`src/rfvb_pkg.sv`:
```
// Shared types and constants for the radial falloff vector brush.
// No dependencies; every other file imports this package.
`timescale 1ns / 1ps

package rfvb_pkg;

  localparam int MAP_SIZE       = 1024;
  localparam int COMPONENT_BITS = 16;
  localparam int FALLOFF_SCALE  = 1000;

  localparam int COORD_W = 10;                  // pixel and center coordinates
  localparam int RAD_W   = 10;                  // brush radius
  localparam int SCALE_W = $clog2(FALLOFF_SCALE + 1);
  localparam int D_W     = 2 * COORD_W + 1;     // squared distance
  localparam int RR_W    = 2 * RAD_W;           // squared radius

  // square root: in-brush distances stay below radius squared
  localparam int SQ_W        = RR_W;
  localparam int ROOT_W      = RAD_W;
  localparam int REM_W       = ROOT_W + 2;
  localparam int SQRT_STEPS  = 2;
  localparam int SQRT_STAGES = ROOT_W / SQRT_STEPS;

  // falloff divider: quotient never exceeds the scale
  localparam int Q_W        = SCALE_W;
  localparam int NUM_W      = ROOT_W + SCALE_W;
  localparam int DIV_STEPS  = 2;
  localparam int DIV_STAGES = Q_W / DIV_STEPS;

  // push * gain / scale through a reciprocal multiply
  localparam int PROD_W  = COMPONENT_BITS + SCALE_W;
  localparam int RECIP_K = PROD_W + SCALE_W;
  localparam int RECIP_W = RECIP_K - SCALE_W + 1;
  localparam longint unsigned RECIP_M =
      ((64'd1 << RECIP_K) + FALLOFF_SCALE - 1) / FALLOFF_SCALE;

  localparam int MAGSQ_W = 2 * COMPONENT_BITS;
  localparam int MAG_W   = MAGSQ_W + 1;

  localparam int CFG_DATA_W = (COMPONENT_BITS > COORD_W) ? COMPONENT_BITS : COORD_W;

  typedef enum logic [2:0] {
    CFG_CENTER_X     = 3'd0,
    CFG_CENTER_Y     = 3'd1,
    CFG_PUSH_X       = 3'd2,
    CFG_PUSH_Y       = 3'd3,
    CFG_BRUSH_RADIUS = 3'd4
  } rfvb_cfg_idx_t;

  typedef struct packed {
    logic        [COORD_W-1:0]        pixel_x;
    logic        [COORD_W-1:0]        pixel_y;
    logic signed [COMPONENT_BITS-1:0] current_x;
    logic signed [COMPONENT_BITS-1:0] current_y;
  } rfvb_in_t;

  typedef struct packed {
    logic signed [COMPONENT_BITS-1:0] result_x;
    logic signed [COMPONENT_BITS-1:0] result_y;
    logic                             replaced;
  } rfvb_out_t;

  // per-pixel context carried alongside the arithmetic units
  typedef struct packed {
    logic                             hit;
    logic signed [COMPONENT_BITS-1:0] cur_x;
    logic signed [COMPONENT_BITS-1:0] cur_y;
    logic        [MAG_W-1:0]          cmag;
  } rfvb_tag_t;

endpackage

```
`src/rfvb_sqrt.sv`:
```
// Pipelined rounded integer square root, two root bits per stage.
// Depends on rfvb_pkg (widths, stage count, context tag type).
`timescale 1ns / 1ps

module rfvb_sqrt import rfvb_pkg::*; (
  input  logic              clk,
  input  logic              rst_n,
  input  logic              vld_i,
  input  rfvb_tag_t         tag_i,
  input  logic [SQ_W-1:0]   d_i,
  output logic              vld_o,
  output rfvb_tag_t         tag_o,
  output logic [ROOT_W-1:0] dist_o
);

  logic              vld_r  [SQRT_STAGES];
  rfvb_tag_t         tag_r  [SQRT_STAGES];
  logic [ROOT_W-1:0] root_r [SQRT_STAGES];
  logic [REM_W-1:0]  rem_r  [SQRT_STAGES];
  logic [SQ_W-1:0]   dsh_r  [SQRT_STAGES];

  logic              out_vld_r;
  rfvb_tag_t         out_tag_r;
  logic [ROOT_W-1:0] dist_r;
  logic [ROOT_W-1:0] dist_nxt;

  for (genvar k = 0; k < SQRT_STAGES; k++) begin : g_stage
    logic              vld_in;
    rfvb_tag_t         tag_in;
    logic [ROOT_W-1:0] root_in;
    logic [REM_W-1:0]  rem_in;
    logic [SQ_W-1:0]   dsh_in;
    logic [ROOT_W-1:0] root_nxt;
    logic [REM_W-1:0]  rem_nxt;
    logic [SQ_W-1:0]   dsh_nxt;

    if (k == 0) begin : g_first
      assign vld_in  = vld_i;
      assign tag_in  = tag_i;
      assign root_in = '0;
      assign rem_in  = '0;
      assign dsh_in  = d_i;
    end else begin : g_next
      assign vld_in  = vld_r[k-1];
      assign tag_in  = tag_r[k-1];
      assign root_in = root_r[k-1];
      assign rem_in  = rem_r[k-1];
      assign dsh_in  = dsh_r[k-1];
    end

    // digit-by-digit: remainder = d_so_far - root^2
    always_comb begin
      logic [REM_W+1:0] acc;
      logic [REM_W+1:0] trial;
      root_nxt = root_in;
      rem_nxt  = rem_in;
      dsh_nxt  = dsh_in;
      for (int j = 0; j < SQRT_STEPS; j++) begin
        acc   = {rem_nxt, dsh_nxt[SQ_W-1 -: 2]};
        trial = {{(REM_W-ROOT_W){1'b0}}, root_nxt, 2'b01};
        if (acc >= trial) begin
          acc      = acc - trial;
          root_nxt = {root_nxt[ROOT_W-2:0], 1'b1};
        end else begin
          root_nxt = {root_nxt[ROOT_W-2:0], 1'b0};
        end
        rem_nxt = acc[REM_W-1:0];
        dsh_nxt = {dsh_nxt[SQ_W-3:0], 2'b00};
      end
    end

    always_ff @(posedge clk) begin
      if (!rst_n) begin
        vld_r[k] <= 1'b0;
      end else begin
        vld_r[k] <= vld_in;
      end
      tag_r[k]  <= tag_in;
      root_r[k] <= root_nxt;
      rem_r[k]  <= rem_nxt;
      dsh_r[k]  <= dsh_nxt;
    end
  end

  // round to nearest: remainder above root means d > s*s + s
  always_comb begin
    dist_nxt = root_r[SQRT_STAGES-1];
    if (rem_r[SQRT_STAGES-1] > {{(REM_W-ROOT_W){1'b0}}, root_r[SQRT_STAGES-1]}) begin
      dist_nxt = root_r[SQRT_STAGES-1] + 1'b1;
    end
  end

  always_ff @(posedge clk) begin
    if (!rst_n) begin
      out_vld_r <= 1'b0;
    end else begin
      out_vld_r <= vld_r[SQRT_STAGES-1];
    end
    out_tag_r <= tag_r[SQRT_STAGES-1];
    dist_r    <= dist_nxt;
  end

  assign vld_o  = out_vld_r;
  assign tag_o  = out_tag_r;
  assign dist_o = dist_r;

  a_rem_bound: assert property (@(posedge clk) disable iff (!rst_n)
    vld_r[SQRT_STAGES-1] |->
      {1'b0, rem_r[SQRT_STAGES-1]} <= {{(REM_W-ROOT_W){1'b0}}, root_r[SQRT_STAGES-1], 1'b0})
    else $error("sqrt remainder exceeds twice the root");

  a_latency: assert property (@(posedge clk)
    vld_o |-> $past(vld_i && rst_n, SQRT_STAGES + 1))
    else $error("sqrt result without matching entry");

endmodule

```
`config.mk`:
```
export PLATFORM = sky130hd
export DESIGN_NAME = rfvb_sqrt
export DESIGN_NICKNAME = d
export VERILOG_FILES = /design/src/rfvb_pkg.sv /design/src/rfvb_sqrt.sv
export SDC_FILE = /design/constraint.sdc
export NUM_CORES = 1
export LEC_CHECK = 0
export BUFFER_PORTS_ARGS = -buffer_cell sky130_fd_sc_hd__buf_2
export CAP_MARGIN = 20
export CORE_UTILIZATION = 40
export CTS_CLUSTER_DIAMETER = 50
export DETAILED_ROUTE_END_ITERATION = 8
export PLACE_DENSITY = 0.55
export SYNTH_ARGS = -nofsm -noshare
export SYNTH_HDL_FRONTEND = slang
export SYNTH_SLANG_ARGS = --single-unit
```
`constraint.sdc`:
```
create_clock -name clk -period 5.1 [get_ports clk]
set_input_delay 0 -clock clk [delete_from_list [all_inputs] [get_ports clk]]
set_output_delay 0 -clock clk [all_outputs]
set_load 0.05 [all_outputs]
```
==> results of run 1 <==
-- layout make-up --
cell class / count / area [um^2] / share of cell area
Timing Repair Buffer: 259 / 1760 / 0.0895
Sequential cell: 537 / 10800 / 0.546
Inverter: 76 / 285 / 0.0145
Tap cell: 511 / 639 / 0.0325
Clock buffer: 79 / 1570 / 0.0795
Antenna cell: 1 / 2.50 / 0.000127
Clock inverter: 14 / 213 / 0.0108
Multi-Input combinational cell: 619 / 4470 / 0.227
-- kinds of logic (layout without fill, tap and decap cells) --
family | Yosys count | after routing
flip-flops | 537 | 537
AND/OR/NAND/NOR | 248 | 248
AO/OA/AOI/OAI | 211 | 211
buffers and inverters | 90 | 428
adder cells (fa/ha/maj) | 73 | 73
XOR/XNOR | 65 | 65
multiplexers | 22 | 22
other | 0 | 1
-- placed cells by master (no fill, tap or decap), drive strengths merged, types with 9 or more instances in the layout --
master       instances
a211oi              11
a21o                15
a21oi               57
a31oi               10
and2                12
buf                167
clkbuf              79
dfxtp              537
dlygate4sd3         92
ha                  73
inv                 77
mux2                13
mux2i                9
nand2               45
nand3               21
nand4                9
nor2                71
nor3                29
nor4                11
o211ai              12
o21a                14
o21ai               34
o31ai               11
xnor2               39
xor2                26
-- how the worst min path moves through the flow --
stage / startpoint / to / slack [ps] / cells past startpoint
after floorplan: d_i[0] / dsh_r[0][0] / 30 / 0
final: tag_i[64] / tag_r[0][64] / 60 / 2
after global placement: tag_i[32] / tag_r[0][32] / 100 / 1
after global routing: tag_i[63] / tag_r[0][63] / 40 / 2
after detailed placement: tag_i[18] / tag_r[0][18] / 100 / 1
after CTS: tag_i[12] / tag_r[0][12] / 20 / 2
-- state kept, by name, summed over array words and instances (netlist names) --
| signal | flops |
|---|---|
| dsh_r | 40 |
| vld_o | 1 |
| vld_r | 5 |
| root_r | 30 |
| tag_r | 330 |
| tag_o | 66 |
| dist_o | 10 |
| rem_r | 55 |
-- per-layer routing --
layer,up-vias,wire [um],GRT usage
li1,4879,-,-
met1,4362,12500,0.179
met2,224,13700,0.244
met3,54,1840,0.0441
met4,0,774,0.0614
met5,-,0,0
-- what timing repair did --
action	in CTS	in global routing
gates resized for setup	0	1
endpoints found under the setup margin	0	5
hold buffers	92	0
endpoints found under the hold margin	97	0
-- critical path, cell delays in order, from the launching register on --
cell and delay [ps]:
dfxtp_1 330, inv_1 70, ha_1 360, nand4_1 190, nor3_1 530, a21o_2 430, nor2_1 70, a21oi_1 190
ha_1 320, inv_1 100, nor3_1 70, a32o_1 260, a211oi_1 350, a21o_1 260, o211ai_1 250, nor2_2 430
mux2_2 390
-- through the flow --
step,utilization,cells
floorplan,-,1246
global placement,0.447,1910
detailed placement,0.447,1910
CTS,0.518,2095
global route,0.518,2096
finish,0.518,2096
-- power breakdown --
group          switching [mW]  total, mW  internal (mW)
logic                    2.03       3.50           1.47
registers               0.226       4.91           4.69
clock network            1.50       3.82           2.32
total                    3.76       12.2           8.48
==> impl_metrics.tcl, run 1 <==
set metrics [dict create \
    status "finished clean" \
    die_h_um 199 \
    synth.most_common_cell "dfxtp_1" \
    syn_to_final_growth_pct 26.4 \
    num_rows 71 \
    synth.top_cell.area_share 0.690 \
    synth_compound_area_frac 0.0934 \
    synthMuxAreaShare 0.0160 \
    synthTopCellsByArea "dfxtp_1 69%, ha_1 5.9%, xnor2_1 2.2%" \
    portBuffers 165 \
    dr.pass1.iters 5 \
    cts_buffers 53 \
    fill_cells 3408 \
    path_max_fanout 17 \
    timing.rr.start "root_r[0][24]" \
    start_util 0.410 \
    synth-simple-area-share 0.0825 \
    cp-end-kind "flip-flop" \
    syn_area_per_cell_um2 12.5 \
    layout-drive-gt1-share 0.179 \
    syn-num-nets 1408 \
    track_usage 0.148 \
    yosys_warnings 0 \
    wl_per_cell_um 13.7 \
    final_antenna_net_count 0 \
    grt_pass1_vias 9233 \
    r2r_cells 16 \
    finalHoldViolations 0 \
    fin_skew_ps 10.5 \
    fmax_mhz 212 \
    power_mw 12.2 \
    period_needed_ps 4730 \
    drc 0 \
    timing.setup.tns_ps 0 \
    cts_setup_buffers 0 \
    synth_cells 1246 \
    stdcell_area_um2 19700 \
    grt_pass1_wl_um 46100 \
    endpoint "rem_r[0][40]" \
    die_area_um2 39700 \
    yosys-top-cells-count "537 x dfxtp_1, 73 x ha_1, 73 x inv_1" \
    slew_violations 0 \
    yosys.area_share.xor_xnor 0.0365 \
    grt_antenna_before_repair 2 \
    nets 1708 \
    worst_skew_pair.late_latency_ps 570 \
    synth_area_um2 15600 \
    final.period_utilization 0.927 \
    rr_endpoint "rem_r[0][40]" \
    synthFlopType "dfxtp_1" \
    max_slew_margin 0.529 \
    synth_top_area_cell "dfxtp_1" \
    cp.arrival_ps 5170 \
    worstPathRequired_ps 5540 \
    die_width_um 199 \
    htreeDepth 2 \
    synth-seq-cells 537 \
    viasPerCell 4.54 \
    clockRootBuffer "clkbuf_16" \
    worst_pin_slew_ps 695 \
    vias 9519 \
    hold_slack_ps 61.9 \
    grt_max_degree 19 \
    setup_viol_count_final 0 \
    synthAdderAreaFrac 0.0586 \
    post_dp_cell_area_um2 17000 \
    synthArstFlopShare 0 \
    wl_um 28800 \
    worstHoldPathType "in -> reg" \
    dpl.hpwl_um 21100 \
    clock_path_buffers 3 \
    place.gp.congestion 0.895 \
    p_per_area_nw_per_um2 622 \
    startpoint "root_r[0][24]" \
    synth_top_family_by_area "compound AO/OA/AOI/OAI gates" \
    synth_edf_count 0 \
    tritoncts "done" \
    core_um2 38000 \
    ir_drop_mv 0.302 \
    clk_pin_slew_ps 60 \
    synth_seq_area_share 0.690 \
    dr.first_iter.drc_count 416 \
    worst_slack_ps 374 \
    start_kind "flip-flop" \
    num_io_pins 166 \
    rrSetupSlack_ps 370 \
    rsz0062_at_grt "false" \
    grt-ovfl-total 0 \
    p_leak_nw 8.80 \
    max-cap-violations 0 \
    dp_slack_ps 337 \
    ys_types 82 \
    criticalPathCategory "reg -> reg" \
    cts_sinks 537 \
]
Power figures use the tool's default switching activity.
==> inputs of run 2 (changes only) <==
ABC_AREA = 1   (was default)
CORE_MARGIN = 2   (was default)
==> impl_metrics.tcl, run 2 <==
set metrics [dict create \
    status "finished clean" \
    largest_reg_flops 330 \
    layout-drive-gt1-share 0.161 \
    wl_um 31900 \
    final_common_cell "dfxtp_1" \
    dr.pass1.iters 5 \
    synth.most_common_cell "dfxtp_1" \
    finalHoldViolations 0 \
    die_h_um 206 \
    start_util 0.408 \
    worstPathRequired_ps 5570 \
    die_width_um 206 \
    start_kind "flip-flop" \
    fill_cells 3566 \
    dr.first_iter.drc_count 467 \
    portBuffers 165 \
    num_rows 73 \
    p_per_area_nw_per_um2 624 \
    clk_pin_slew_ps 60 \
    syn-num-nets 1749 \
    viasPerCell 4.34 \
    cts_sinks 537 \
    final.period_utilization 0.803 \
    synth_top_area_cell "dfxtp_1" \
    synthArstFlopShare 0 \
    rr_endpoint "rem_r[0][44]" \
    grt_max_degree 16 \
    rsz0062_at_grt "false" \
    path_max_fanout 13 \
    grt_pass1_vias 10400 \
    syn_area_per_cell_um2 10.3 \
    synthFlopType "dfxtp_1" \
    cp-end-kind "flip-flop" \
    die_area_um2 42300 \
    tritoncts "done" \
    drc 0 \
    hold_depth 2 \
    whs_endpoint "dsh_r[0][12]" \
    min_from "d_i[12]" \
    grt_antenna_before_repair 4 \
    power.switching_mw 4.28 \
    place.gp.congestion 0.872 \
    worst_skew_pair.late_latency_ps 580 \
    synth.top_cell.area_share 0.661 \
    slew_violations 0 \
    worstHoldPathType "in -> reg" \
    dpl.hpwl_um 23700 \
    pwr-share-clk 0.330 \
    wl_per_cell_um 13.0 \
    yosys-top-cells-count "537 x dfxtp_1, 352 x nand2_1, 172 x inv_1" \
    place_inst 2265 \
    worst_pin_slew_ps 846 \
    p_leak_nw 10.1 \
    timing.setup.tns_ps 0 \
    core_um2 39900 \
    rrSetupSlack_ps 1000 \
    clock_path_buffers 3 \
    nets 2054 \
    max_slew_margin 0.434 \
    fmax_mhz 244 \
    combPwrFrac 0.291 \
    track_usage 0.152 \
    synthTopCellsByArea "dfxtp_1 66%, nand2_1 8.1%, ha_1 5.6%" \
    instances_no_fill 2462 \
    synth_edf_count 0 \
    grt_pass1_wl_um 50800 \
    cp.arrival_ps 4570 \
    r2r_cells 21 \
    setup_viol_count_final 0 \
    ir_drop_mv 0.365 \
    final_antenna_net_count 0 \
    max-cap-violations 0 \
    syn_to_final_growth_pct 26.5 \
    p_int_mw 8.57 \
    clockRootBuffer "clkbuf_16" \
    synth-seq-cells 537 \
    synth_seq_area_share 0.661 \
    htreeDepth 2 \
    vias 10700 \
    num_io_pins 166 \
    p_seq_frac 0.379 \
    swShare 0.333 \
    fin_skew_ps 16.7 \
    timing.rr.start "root_r[0][25]" \
    regMostFlops "tag_r" \
    hold_slack_ps 41.5 \
    cts_buffers 57 \
    criticalPathCategory "reg -> reg" \
    layout_common_cells "537 x dfxtp_1, 352 x nand2_1, 172 x inv_1, 165 x buf_2" \
    grt-ovfl-total 0 \
    period_needed_ps 4100 \
    yosys_warnings 0 \
    cts_setup_buffers 0 \
    synth_area_um2 16300 \
    ys_types 47 \
    synth_cells 1587 \
]
## run 2: cell type report
cell class,count,area [um^2],share of cell area
inverters,178,669,0.0325
clock inverters,27,428,0.0208
flip-flops and latches,537,10800,0.522
repair buffers,259,1760,0.0857
clock buffers,73,1560,0.0756
multi-input cells,859,4760,0.231
diodes,4,10.0,0.000486
well taps,525,657,0.0319
## run 2: power groups by stage
stage          registers (mW)  logic (mW)  clock network [mW]
5_1_grt                  4.92        4.24                4.56
4_1_cts                  4.88        3.76                4.38
6_report                 4.87        3.74                4.24
3_3_place_gp             4.96        3.67                   0
3_5_place_dp             4.97        3.69                   0
2_1_floorplan            5.13        2.64                   0
## run 2: per-layer routing
metal	share of wire	global-route usage
met1	0.43	0.179
met2	0.48	0.259
met5	0	0
met3	0.059	0.0429
met4	0.032	0.0678
## run 2: logic make-up after synthesis
| family | count (synthesis) | share of synthesized area |
|---|---|---|
| flip-flops | 537 | 0.661 |
| multiplexers | 1 | 0.000692 |
| AO/OA/AOI/OAI | 112 | 0.0379 |
| XOR/XNOR | 51 | 0.0274 |
| AND/OR/NAND/NOR | 622 | 0.170 |
| buffers and inverters | 191 | 0.0471 |
| adder cells (fa/ha/maj) | 73 | 0.0561 |
## run 2: worst max-delay path: stages, from the launching register on
cell	delay, ps
dfxtp_1	320
inv_1	60
ha_1	390
nand2_1	120
nor2_1	170
nand2_1	80
nand2_1	110
nor2_2	70
nand2_2	120
inv_1	170
o21ai_0	330
ha_1	350
nand2_1	150
nor2_1	70
nand2_1	50
inv_1	30
nand4_1	70
nor2_1	40
nor2_1	650
nand3_2	390
nand2_1	160
nand2_1	50
## run 2: how the worst max path moves through the flow
| stage | startpoint | endpoint | slack, ps | cells after the start |
|---|---|---|---|---|
| floorplan | root_r[0][37] | rem_r[0][53] | 1980 | 24 |
| finish | root_r[0][25] | rem_r[0][44] | 1000 | 21 |
| global route | root_r[0][23] | rem_r[0][43] | 520 | 21 |
| CTS | root_r[0][25] | rem_r[0][44] | 1070 | 21 |
| global placement | root_r[0][25] | rem_r[0][44] | 1190 | 17 |
| detailed placement | root_r[0][25] | rem_r[0][44] | 1090 | 21 |
## run 2: timing repair
| action | CTS | global route |
|---|---|---|
| endpoints found under the hold margin | 97 | 0 |
| hold buffers | 93 | 0 |
| resized for setup | 0 | 0 |
## run 2: metrics by stage
step                total power, mW  cell area (um^2)  setup slack [ps]   util
finish                         12.9             20600              1000  0.516
detailed placement             8.65             17700              1090  0.443
CTS                            13.0             20600              1070  0.516
global placement               8.63             17700              1190  0.443
global route                   13.7             20600               522  0.516
floorplan                      7.77             16300              1980      -
