==> src/rfvb_pkg.sv <==
// Shared types and constants for the radial falloff vector brush.
// No dependencies; every other file imports this package.
`timescale 1ns / 1ps

package rfvb_pkg;

  localparam int MAP_SIZE       = 1024;
  localparam int COMPONENT_BITS = 16;
  localparam int FALLOFF_SCALE  = 1000;

  localparam int COORD_W = 10;                  // pixel and center coordinates
  localparam int RAD_W   = 10;                  // brush radius
  localparam int SCALE_W = $clog2(FALLOFF_SCALE + 1);
  localparam int D_W     = 2 * COORD_W + 1;     // squared distance
  localparam int RR_W    = 2 * RAD_W;           // squared radius

  // square root: in-brush distances stay below radius squared
  localparam int SQ_W        = RR_W;
  localparam int ROOT_W      = RAD_W;
  localparam int REM_W       = ROOT_W + 2;
  localparam int SQRT_STEPS  = 2;
  localparam int SQRT_STAGES = ROOT_W / SQRT_STEPS;

  // falloff divider: quotient never exceeds the scale
  localparam int Q_W        = SCALE_W;
  localparam int NUM_W      = ROOT_W + SCALE_W;
  localparam int DIV_STEPS  = 2;
  localparam int DIV_STAGES = Q_W / DIV_STEPS;

  // push * gain / scale through a reciprocal multiply
  localparam int PROD_W  = COMPONENT_BITS + SCALE_W;
  localparam int RECIP_K = PROD_W + SCALE_W;
  localparam int RECIP_W = RECIP_K - SCALE_W + 1;
  localparam longint unsigned RECIP_M =
      ((64'd1 << RECIP_K) + FALLOFF_SCALE - 1) / FALLOFF_SCALE;

  localparam int MAGSQ_W = 2 * COMPONENT_BITS;
  localparam int MAG_W   = MAGSQ_W + 1;

  localparam int CFG_DATA_W = (COMPONENT_BITS > COORD_W) ? COMPONENT_BITS : COORD_W;

  typedef enum logic [2:0] {
    CFG_CENTER_X     = 3'd0,
    CFG_CENTER_Y     = 3'd1,
    CFG_PUSH_X       = 3'd2,
    CFG_PUSH_Y       = 3'd3,
    CFG_BRUSH_RADIUS = 3'd4
  } rfvb_cfg_idx_t;

  typedef struct packed {
    logic        [COORD_W-1:0]        pixel_x;
    logic        [COORD_W-1:0]        pixel_y;
    logic signed [COMPONENT_BITS-1:0] current_x;
    logic signed [COMPONENT_BITS-1:0] current_y;
  } rfvb_in_t;

  typedef struct packed {
    logic signed [COMPONENT_BITS-1:0] result_x;
    logic signed [COMPONENT_BITS-1:0] result_y;
    logic                             replaced;
  } rfvb_out_t;

  // per-pixel context carried alongside the arithmetic units
  typedef struct packed {
    logic                             hit;
    logic signed [COMPONENT_BITS-1:0] cur_x;
    logic signed [COMPONENT_BITS-1:0] cur_y;
    logic        [MAG_W-1:0]          cmag;
  } rfvb_tag_t;

endpackage

==> src/rfvb_div.sv <==
// Pipelined restoring divider for the falloff ratio, two quotient bits per stage.
// Depends on rfvb_pkg (widths, stage count, context tag type).
`timescale 1ns / 1ps

module rfvb_div import rfvb_pkg::*; (
  input  logic             clk,
  input  logic             rst_n,
  input  logic             vld_i,
  input  rfvb_tag_t        tag_i,
  input  logic [NUM_W-1:0] num_i,
  input  logic [RAD_W-1:0] den_i,
  output logic             vld_o,
  output rfvb_tag_t        tag_o,
  output logic [Q_W-1:0]   quo_o
);

  // numerator high part starts below the divisor, so Q_W steps give the quotient
  logic             vld_r [DIV_STAGES];
  rfvb_tag_t        tag_r [DIV_STAGES];
  logic [RAD_W-1:0] rem_r [DIV_STAGES];
  logic [Q_W-1:0]   lo_r  [DIV_STAGES];

  for (genvar k = 0; k < DIV_STAGES; k++) begin : g_stage
    logic             vld_in;
    rfvb_tag_t        tag_in;
    logic [RAD_W-1:0] rem_in;
    logic [Q_W-1:0]   lo_in;
    logic [RAD_W-1:0] rem_nxt;
    logic [Q_W-1:0]   lo_nxt;

    if (k == 0) begin : g_first
      assign vld_in = vld_i;
      assign tag_in = tag_i;
      assign rem_in = num_i[NUM_W-1:Q_W];
      assign lo_in  = num_i[Q_W-1:0];
    end else begin : g_next
      assign vld_in = vld_r[k-1];
      assign tag_in = tag_r[k-1];
      assign rem_in = rem_r[k-1];
      assign lo_in  = lo_r[k-1];
    end

    // lo shifts numerator bits out at the top and quotient bits in at the bottom
    always_comb begin
      logic [RAD_W:0] acc;
      rem_nxt = rem_in;
      lo_nxt  = lo_in;
      for (int j = 0; j < DIV_STEPS; j++) begin
        acc    = {rem_nxt, lo_nxt[Q_W-1]};
        lo_nxt = {lo_nxt[Q_W-2:0], 1'b0};
        if (acc >= {1'b0, den_i}) begin
          acc       = acc - {1'b0, den_i};
          lo_nxt[0] = 1'b1;
        end
        rem_nxt = acc[RAD_W-1:0];
      end
    end

    always_ff @(posedge clk) begin
      if (!rst_n) begin
        vld_r[k] <= 1'b0;
      end else begin
        vld_r[k] <= vld_in;
      end
      tag_r[k] <= tag_in;
      rem_r[k] <= rem_nxt;
      lo_r[k]  <= lo_nxt;
    end
  end

  assign vld_o = vld_r[DIV_STAGES-1];
  assign tag_o = tag_r[DIV_STAGES-1];
  assign quo_o = lo_r[DIV_STAGES-1];

endmodule
==> config.mk <==
export PLATFORM = sky130hd
export DESIGN_NAME = rfvb_div
export DESIGN_NICKNAME = d
export VERILOG_FILES = /design/src/rfvb_pkg.sv /design/src/rfvb_div.sv
export SDC_FILE = /design/constraint.sdc
export NUM_CORES = 1
export LEC_CHECK = 0
export BUFFER_PORTS_ARGS = -buffer_cell sky130_fd_sc_hd__buf_2
export CORE_MARGIN = 3
export CORE_UTILIZATION = 45
export CTS_CLUSTER_SIZE = 16
export DETAILED_ROUTE_END_ITERATION = 8
export PLACE_DENSITY_LB_ADDON = 0.08
export SETUP_SLACK_MARGIN = 0.4
export SYNTH_ARGS = -nofsm -noshare
export SYNTH_HDL_FRONTEND = slang
export SYNTH_SLANG_ARGS = --single-unit
==> constraint.sdc <==
create_clock -name clk -period 6.4 [get_ports clk]
set_input_delay 0.32 -clock clk [delete_from_list [all_inputs] [get_ports clk]]
set_output_delay 0.32 -clock clk [all_outputs]
set_load 0.03 [all_outputs]
==> impl_metrics.prom, run 1 <==
# TYPE chip_impl_metric gauge
chip_impl_metric{name="pin_count_of_the_biggest_net_entering_global_routing",unit=""} 17
chip_impl_metric{name="finalClockSkew",unit="ns"} 0.01424
chip_impl_metric{name="final_net_count",unit=""} 1567
chip_impl_metric{name="clk_pin_slew",unit="ns"} 0.06
chip_impl_metric{name="grt.overflow.total",unit=""} 0
chip_impl_metric{name="drtIter0Drc",unit=""} 445
chip_impl_info{name="holdCritStartpoint",value="rst_n"} 1
chip_impl_metric{name="irDropWorstVdd",unit="V"} 0.0003194
chip_impl_metric{name="initial_core_utilization",unit="%"} 45.86
chip_impl_info{name="mostFrequentLayoutCell",value="dfxtp_1"} 1
chip_impl_info{name="main_combinational_cell_family_by_area_after_synthesis",value="adder cells"} 1
chip_impl_info{name="rr_startpoint",value="rem_r[0][3]$_DFF_P_"} 1
chip_impl_metric{name="core",unit="sq um"} 29720
chip_impl_metric{name="synth_cell_type_count",unit=""} 67
chip_impl_metric{name="data_required_critical_path",unit="ns"} 6.81
chip_impl_info{name="clock-root-buffer",value="clkbuf_16"} 1
chip_impl_metric{name="fillers",unit=""} 2453
chip_impl_metric{name="clkLatencyLatePin",unit="ns"} 0.53
chip_impl_metric{name="antenna_cells",unit=""} 0
chip_impl_info{name="cts_tree",value="yes"} 1
chip_impl_metric{name="drt_wl_total",unit="um"} 25240
chip_impl_metric{name="first_global_vias",unit=""} 8325
chip_impl_metric{name="timing_worst_slew_pin_value",unit="ns"} 1.195
chip_impl_metric{name="worst_hold_path.num_cells",unit=""} 2
chip_impl_metric{name="preCtsSetupSlack",unit="ns"} 1.267
chip_impl_metric{name="yosys.area_share.xor_xnor",unit="%"} 3.791
chip_impl_metric{name="wire_length_of_the_first_global_routing_pass",unit="um"} 41110
chip_impl_metric{name="fp.dieH",unit="um"} 180.0
chip_impl_metric{name="worst-endpoint-arrival",unit="ns"} 5.12
chip_impl_info{name="end_kind",value="flip-flop"} 1
chip_impl_metric{name="place_congestion",unit=""} 0.8293
chip_impl_metric{name="report.final.setup_viol",unit=""} 0
chip_impl_metric{name="placement_rows",unit=""} 63
chip_impl_metric{name="post_cts_resized",unit=""} 0
chip_impl_metric{name="synth.area.mux_share",unit="%"} 6.509
chip_impl_info{name="worst_r2r_endpoint",value="rem_r[0][16]$_DFF_P_"} 1
chip_impl_info{name="holdCritPathClass",value="in -> reg"} 1
chip_impl_metric{name="report.power.total",unit="mW"} 9.579
chip_impl_metric{name="ys_ff_latch",unit=""} 425
chip_impl_metric{name="groute.usage.overall",unit="%"} 15.42
chip_impl_info{name="synth-main-ff-cell",value="dfxtp_1"} 1
chip_impl_metric{name="syn_avg_cell_area",unit="sq um"} 12.83
chip_impl_metric{name="syn_area",unit="sq um"} 13630
chip_impl_metric{name="number_of_antenna_violations_at_the_first_check_in_global_routing",unit=""} 1
chip_impl_metric{name="cells_on_worst_reg2reg_path",unit=""} 16
chip_impl_metric{name="synth-compound-area-share",unit="%"} 9.171
chip_impl_metric{name="count_of_non_filler_cells_in_the_finished_layout",unit=""} 1782
chip_impl_metric{name="post_synth_fa_ha_maj_area_fraction",unit="%"} 10.50
chip_impl_metric{name="ff2ff_setup_slack",unit="ns"} 1.69
chip_impl_metric{name="power.density",unit="nW/um^2"} 557.1
chip_impl_metric{name="timing.final.hold_violations",unit=""} 0
chip_impl_metric{name="ctsLongestPathBuffers",unit=""} 3
chip_impl_metric{name="cts-buffers-inserted",unit=""} 41
chip_impl_metric{name="ys_async_sr_fraction",unit="%"} 0
chip_impl_info{name="synth_top_area_cell",value="dfxtp_1"} 1
chip_impl_metric{name="drv_slew",unit=""} 0
chip_impl_metric{name="dr.pass1.iters",unit=""} 4
chip_impl_metric{name="setup_total_negative_slack",unit="ns"} 0
chip_impl_info{name="startpoint_class",value="flip-flop"} 1
chip_impl_metric{name="ctsHtreeMaxLevel",unit=""} 2
chip_impl_metric{name="critPathMaxFanout",unit=""} 11
chip_impl_info{name="holdPathEnd",value="vld_r[2]$_DFF_P_"} 1
chip_impl_metric{name="final_min_period_over_clock_period",unit="%"} 73.53
chip_impl_metric{name="regArea",unit="sq um"} 8508
chip_impl_info{name="timing_worst_setup_path_type",value="reg -> reg"} 1
chip_impl_metric{name="cts_sinks",unit=""} 425
chip_impl_metric{name="routed_via_density",unit=""} 4.689
chip_impl_metric{name="pin_count",unit=""} 176
chip_impl_metric{name="routed-via-count",unit=""} 8356
chip_impl_info{name="outcome",value="finished clean"} 1
chip_impl_metric{name="post_synth_and_or_nand_nor_area_fraction",unit="%"} 6.123
chip_impl_metric{name="syn-instance-count",unit=""} 1062
chip_impl_info{name="final_cell_mix",value="dfxtp_1 (425), buf_2 (175), ha_1 (100)"} 1
chip_impl_metric{name="postPlaceCellArea",unit="sq um"} 15030
chip_impl_metric{name="final.setup.worst_slack",unit="ns"} 1.694
chip_impl_info{name="setup_repair_after_global_routing_missed_its_margin",value="no"} 1
chip_impl_metric{name="yosysSeqAreaShare",unit="%"} 62.43
chip_impl_metric{name="post-route-cell-area",unit="sq um"} 17200
chip_impl_metric{name="synth_edf_count",unit=""} 0
chip_impl_metric{name="synth.net_count",unit=""} 1270
chip_impl_metric{name="route.antenna.remaining_nets",unit=""} 0
chip_impl_metric{name="drt_drc_violations_left",unit=""} 0
chip_impl_metric{name="multi_input_gate_area",unit="sq um"} 4920
chip_impl_metric{name="relSlewSlack",unit="%"} 19.97
chip_impl_metric{name="area.growth.synth_to_final",unit="%"} 26.16
chip_impl_metric{name="port_buffers",unit=""} 175
chip_impl_metric{name="achievable_clock_frequency",unit="GHz"} 0.2125
chip_impl_metric{name="drt-wirelength-per-cell",unit="um"} 14.16
chip_impl_metric{name="synth_top_area_share",unit="%"} 62.43
chip_impl_metric{name="synth.yosys.warnings",unit=""} 0
chip_impl_metric{name="post_route_cells_drive_above_1_share",unit="%"} 23.85
chip_impl_info{name="synth_area_leaders",value="dfxtp_1 (62%), ha_1 (9.2%), mux2_2 (3.6%)"} 1
chip_impl_metric{name="hpwl",unit="um"} 17870
chip_impl_metric{name="placed_cells_incl_taps",unit=""} 1631
chip_impl_metric{name="layout_min_cycle_time",unit="ns"} 4.706
chip_impl_metric{name="max-cap-violations",unit=""} 0
chip_impl_metric{name="power_leakage",unit="nW"} 7.780
chip_impl_metric{name="floorplan.die.width",unit="um"} 180.0
chip_impl_metric{name="fp.dieArea",unit="sq um"} 32410
chip_impl_metric{name="cts_setup_buffers",unit=""} 0
## per-layer routing
metal  part of all wire, %  track usage [%]  wire, um  vias up
li1                      -                -         -     4299
met3                   4.2            2.745      1066       49
met1                    47            20.39     11950     3829
met5                 0.052                0        13        -
met4                   2.3            4.728       587        2
met2                    46            25.97     11620      177
## report_power, final
group | switching, mW | total [mW] | internal, mW | leakage [nW]
Combinational | 2.00 | 4.01 | 2.02 | 3.51
Sequential | 0.132 | 3.14 | 3.01 | 3.58
Clock | 0.990 | 2.42 | 1.43 | 0.690
Total | 3.12 | 9.58 | 6.46 | 7.78
## cells in the mapped netlist, types with 3 or more instances
cell / instances
nand2_1: 21
fa_1: 9
and3_1: 7
ha_1: 100
nand3b_1: 3
xor2_1: 19
o21ai_0: 31
mux2i_1: 14
and2_1: 8
nor2b_1: 21
nand4_1: 13
a311oi_1: 3
o31ai_1: 4
mux2_1: 5
o21bai_1: 5
nand3_1: 6
a21o_1: 33
or2_2: 5
dfxtp_1: 425
a31oi_1: 3
xnor2_1: 40
a221oi_1: 7
nor3_1: 12
mux2_2: 44
nand2b_1: 10
nor2_1: 42
a21oi_1: 52
a211oi_1: 5
inv_1: 43
mux2_4: 13
a21boi_0: 4
o21a_1: 11
## through the flow
stage / hold slack, ns / util [%]
global route: 0.02707 / 57.86
detailed placement: 0.3121 / 50.57
global placement: 0.3096 / 50.57
floorplan: 0.3096 / -
finish: 0.02662 / 57.86
CTS: 0.002827 / 57.86
## timing repair
item,in CTS,in global routing
setup endpoints to repair,0,0
hold buffers,75,0
endpoints found under the hold margin,75,0
## critical path: stages, from the launching register on
cell	delay, ns
dfxtp_1	0.33
ha_1	0.35
or4_4	0.53
o21ai_2	0.08
a31oi_2	0.08
a31o_2	0.37
o21ai_0	0.37
inv_1	0.09
ha_1	0.30
nor2b_1	0.15
o211ai_1	0.20
a21oi_1	0.10
o21ai_0	0.25
a21oi_1	0.13
a221oi_2	0.66
buf_4	0.30
mux2_4	0.31
## area by class of cell
type / count / share of cell area [%]
multi-input cells: 588 / 28.61
clock buffers: 53 / 6.578
well taps: 390 / 2.838
clock inverters: 23 / 1.659
repair buffers: 260 / 9.896
flip-flops and latches: 425 / 49.48
inverters: 43 / 0.9387
## how the worst max path moves through the flow
stage / start / end / slack [ns] / cells past startpoint
6_report: rem_r[0][3]$_DFF_P_ / rem_r[0][16]$_DFF_P_ / 1.69 / 16
4_1_cts: rem_r[0][3]$_DFF_P_ / rem_r[0][16]$_DFF_P_ / 1.63 / 16
2_1_floorplan: den_i[1] / rem_r[0][22]$_DFF_P_ / 2.13 / 17
5_1_grt: rem_r[0][3]$_DFF_P_ / rem_r[0][16]$_DFF_P_ / 1.18 / 16
3_3_place_gp: den_i[1] / rem_r[0][16]$_DFF_P_ / 1.39 / 18
3_5_place_dp: den_i[1] / rem_r[0][16]$_DFF_P_ / 1.27 / 18
## cells by family after synthesis
group	Yosys count
and+or+nand+nor	159
buffers and inverters	49
AOI/OAI and AO/OA	185
xor gates and xnor gates	59
adders and majority gates	109
muxes	76
DFF	425
## registers in the layout, summed over array words and instances (netlist names)
name / flops
lo_r: 50
rem_r: 40
vld_r: 5
tag_r: 330
(Power assumes the default switching activity.)
==> inputs of run 2 (changes only) <==
clock period = 3.9 ns   (was 6.4 ns; I/O delays follow)
==> run 2 against run 1 <==
Power grew 94%. Clock power grew 68%. Clock-buffer cell count up 5. Cell area is 13% higher. First-iteration DRC count is 45% lower. Clock skew rose by 0.0032 ns. Worst hold slack better by 0.076 ns. Die area unchanged. Critical path type unchanged. Largest power group unchanged. Highest routed layer is now met4.
==> impl_metrics.prom, run 2 (synthesized netlist as in run 1, its figures left out) <==
# TYPE chip_impl_metric gauge
chip_impl_info{name="holdCritStartpoint",value="num_i[15]"} 1
chip_impl_metric{name="crit_cells",unit=""} 15
chip_impl_metric{name="groute.usage.overall",unit="%"} 17.04
chip_impl_metric{name="cts_sinks",unit=""} 425
chip_impl_info{name="crit_end",value="rem_r[0][14]$_DFF_P_"} 1
chip_impl_metric{name="number_of_antenna_violations_at_the_first_check_in_global_routing",unit=""} 0
chip_impl_info{name="regMostFlops",value="tag_r"} 1
chip_impl_metric{name="worst-endpoint-arrival",unit="ns"} 4.13
chip_impl_metric{name="post-route-cell-area",unit="sq um"} 19470
chip_impl_metric{name="path_buf_inv",unit=""} 2
chip_impl_metric{name="floorplan.die.width",unit="um"} 180.0
chip_impl_metric{name="placement_rows",unit=""} 63
chip_impl_metric{name="ctsHtreeMaxLevel",unit=""} 2
chip_impl_metric{name="grt.overflow.total",unit=""} 0
chip_impl_metric{name="layout_min_cycle_time",unit="ns"} 3.707
chip_impl_metric{name="final_net_count",unit=""} 1745
chip_impl_metric{name="report.power.total",unit="mW"} 18.57
chip_impl_metric{name="netSwitchingPower",unit="mW"} 5.909
chip_impl_metric{name="cells_on_worst_reg2reg_path",unit=""} 15
chip_impl_metric{name="critPathMaxFanout",unit=""} 7
chip_impl_metric{name="clkLatencyLatePin",unit="ns"} 0.53
chip_impl_metric{name="data_required_critical_path",unit="ns"} 4.32
chip_impl_metric{name="port_buffers",unit=""} 175
chip_impl_metric{name="hold_ws",unit="ns"} 0.1028
chip_impl_info{name="startpoint_class",value="flip-flop"} 1
chip_impl_info{name="reg.largest.list",value="tag_r x330, lo_r x50, rem_r x40"} 1
chip_impl_metric{name="area.growth.synth_to_final",unit="%"} 42.87
chip_impl_metric{name="postPlaceCellArea",unit="sq um"} 16140
chip_impl_metric{name="internal_portion_of_total_power",unit="mW"} 12.66
chip_impl_info{name="rr_startpoint",value="rem_r[0][7]$_DFF_P_"} 1
chip_impl_metric{name="share_clk_of_total_power",unit="%"} 21.9
chip_impl_info{name="timing_worst_setup_path_type",value="reg -> reg"} 1
chip_impl_info{name="end_kind",value="flip-flop"} 1
chip_impl_metric{name="wire_length_of_the_first_global_routing_pass",unit="um"} 45370
chip_impl_metric{name="setup_total_negative_slack",unit="ns"} 0
chip_impl_metric{name="core",unit="sq um"} 29720
chip_impl_info{name="critPathSlowestCell",value="dfxtp_1"} 1
chip_impl_info{name="critical-path-top-delay-family",value="compound AO/OA/AOI/OAI gates"} 1
chip_impl_metric{name="final.setup.worst_slack",unit="ns"} 0.1932
chip_impl_metric{name="number_of_flip_flops_under_the_largest_register_name",unit=""} 330
chip_impl_info{name="mostFrequentLayoutCell",value="dfxtp_1"} 1
chip_impl_metric{name="routed_via_density",unit=""} 4.662
chip_impl_metric{name="critical-path-max-stage-delay",unit="ns"} 0.40
chip_impl_metric{name="timing_worst_slew_pin_value",unit="ns"} 0.8037
chip_impl_metric{name="drv_slew",unit=""} 0
chip_impl_metric{name="drt-wirelength-per-cell",unit="um"} 14.68
chip_impl_metric{name="place_congestion",unit=""} 0.9056
chip_impl_metric{name="fp.dieH",unit="um"} 180.0
chip_impl_metric{name="ctsLongestPathBuffers",unit=""} 3
chip_impl_metric{name="pin_count",unit=""} 176
chip_impl_metric{name="irDropWorstVdd",unit="V"} 0.0005094
chip_impl_metric{name="report.final.setup_viol",unit=""} 0
chip_impl_metric{name="hpwl",unit="um"} 19980
chip_impl_metric{name="power.density",unit="nW/um^2"} 953.4
chip_impl_metric{name="dr.pass1.iters",unit=""} 6
chip_impl_metric{name="count_of_non_filler_cells_in_the_finished_layout",unit=""} 1960
chip_impl_metric{name="p_seq_share",unit="%"} 28.2
chip_impl_metric{name="placed_cells_incl_taps",unit=""} 1761
chip_impl_metric{name="drt_drc_violations_left",unit=""} 0
chip_impl_info{name="clock-root-buffer",value="clkbuf_16"} 1
chip_impl_metric{name="layout.core_utilization",unit="%"} 65.53
chip_impl_metric{name="drt_wl_total",unit="um"} 28770
chip_impl_info{name="worst_setup_sp",value="rem_r[0][7]$_DFF_P_"} 1
chip_impl_info{name="cts_tree",value="yes"} 1
chip_impl_info{name="critical_path.cell_chain",value="ha_4 > a21oi_2 > o31ai_1 > a211o_2 > a31o_4 > buf_6 > mux2_4 > ha_4 > nand4_1 > nor2_2 > nor4_2 > a21oi_2 > a221oi_2 > buf_4 > mux2_4"} 1
chip_impl_info{name="final_cell_mix",value="dfxtp_1 (409), buf_2 (174), buf_4 (166)"} 1
chip_impl_metric{name="power_leakage",unit="nW"} 8.774
chip_impl_info{name="setup_repair_after_global_routing_missed_its_margin",value="yes"} 1
chip_impl_metric{name="first_global_vias",unit=""} 9230
chip_impl_info{name="worst_r2r_endpoint",value="rem_r[0][14]$_DFF_P_"} 1
chip_impl_info{name="outcome",value="finished clean"} 1
chip_impl_info{name="holdCritPathClass",value="in -> reg"} 1
chip_impl_metric{name="final_min_period_over_clock_period",unit="%"} 95.05
chip_impl_metric{name="relSlewSlack",unit="%"} 46.05
chip_impl_metric{name="clk_pin_slew",unit="ns"} 0.06
chip_impl_metric{name="timing.final.hold_violations",unit=""} 0
chip_impl_metric{name="pin_count_of_the_biggest_net_entering_global_routing",unit=""} 17
chip_impl_metric{name="ff2ff_setup_slack",unit="ns"} 0.19
chip_impl_metric{name="cts-buffers-inserted",unit=""} 41
chip_impl_metric{name="power.combinational.fraction",unit="%"} 49.8
chip_impl_metric{name="finalClockSkew",unit="ns"} 0.01747
chip_impl_metric{name="fp.dieArea",unit="sq um"} 32410
chip_impl_metric{name="routed-via-count",unit=""} 9138
chip_impl_metric{name="max-cap-violations",unit=""} 0
chip_impl_metric{name="preCtsSetupSlack",unit="ns"} -0.1411
chip_impl_metric{name="sw_frac_of_total",unit="%"} 31.83
chip_impl_metric{name="drtIter0Drc",unit=""} 244
chip_impl_metric{name="achievable_clock_frequency",unit="GHz"} 0.2698
chip_impl_metric{name="route.antenna.remaining_nets",unit=""} 0
chip_impl_metric{name="post_route_cells_drive_above_1_share",unit="%"} 39.83
chip_impl_metric{name="initial_core_utilization",unit="%"} 45.86
## run 2: cell types whose count changed in the layout (fill, tap and decap cells not counted), moves of 9 or more
cell / before / now
mux2_2: 44 / 31
mux2_4: 13 / 27
ha_1: 100 / 65
dfxtp_1: 425 / 409
dfxtp_2: 0 / 9
buf_4: 10 / 166
o21ai_0: 31 / 20
a21oi_2: 1 / 20
inv_1: 43 / 33
ha_4: 0 / 31
buf_6: 0 / 12
a21oi_1: 52 / 33
## run 2: area by class of cell
cell class / count / area (sq um)
Fill cell: 2267 / 10240
Sequential cell: 425 / 8546
Multi-Input combinational cell: 589 / 5650
Timing Repair Buffer: 437 / 3161
Clock buffer: 58 / 1211
Tap cell: 390 / 488.0
Clock inverter: 17 / 237.7
Inverter: 43 / 176.4
Antenna cell: 1 / 2.502
## run 2: power groups by stage
stage                     Combinational (mW)  Sequential (mW)  Clock (mW)
after detailed placement                7.61             5.28           0
after CTS                               8.33             5.22        4.20
final                                   9.25             5.24        4.07
after global placement                  7.52             5.28           0
after floorplan                         5.23             5.33           0
after global routing                    10.1             5.30        4.38
## run 2: layer usage
| metal | track usage, % | wire, um |
|---|---|---|
| met3 | 3.149 | 1264 |
| met1 | 22.19 | 13220 |
| met2 | 29.07 | 13580 |
| met5 | 0 | 0 |
| met4 | 5.158 | 703 |
## run 2: repair_timing
item | CTS | global route
hold buffers | 78 | 0
cloned | 1 | 1
pin swaps | 17 | 58
gates resized for setup | 66 | 93
setup buffers | 12 | 31
endpoints found under the hold margin | 80 | 0
setup endpoints to repair | 34 | 45
## run 2: worst min-delay path by stage
| stage | cells past startpoint | end |
|---|---|---|
| 2_1_floorplan | 0 | lo_r[0][2]$_DFF_P_ |
| 3_3_place_gp | 1 | tag_r[0][61]$_DFF_P_ |
| 3_5_place_dp | 1 | tag_r[0][30]$_DFF_P_ |
| 4_1_cts | 3 | rem_r[0][7]$_DFF_P_ |
| 5_1_grt | 3 | rem_r[0][4]$_DFF_P_ |
| 6_report | 3 | rem_r[0][7]$_DFF_P_ |
## run 2: worst min-delay path, delay by kind of cell
family	cells	cell delay (ns)
buffers and inverters	1	0.09
multiplexers	2	0.31
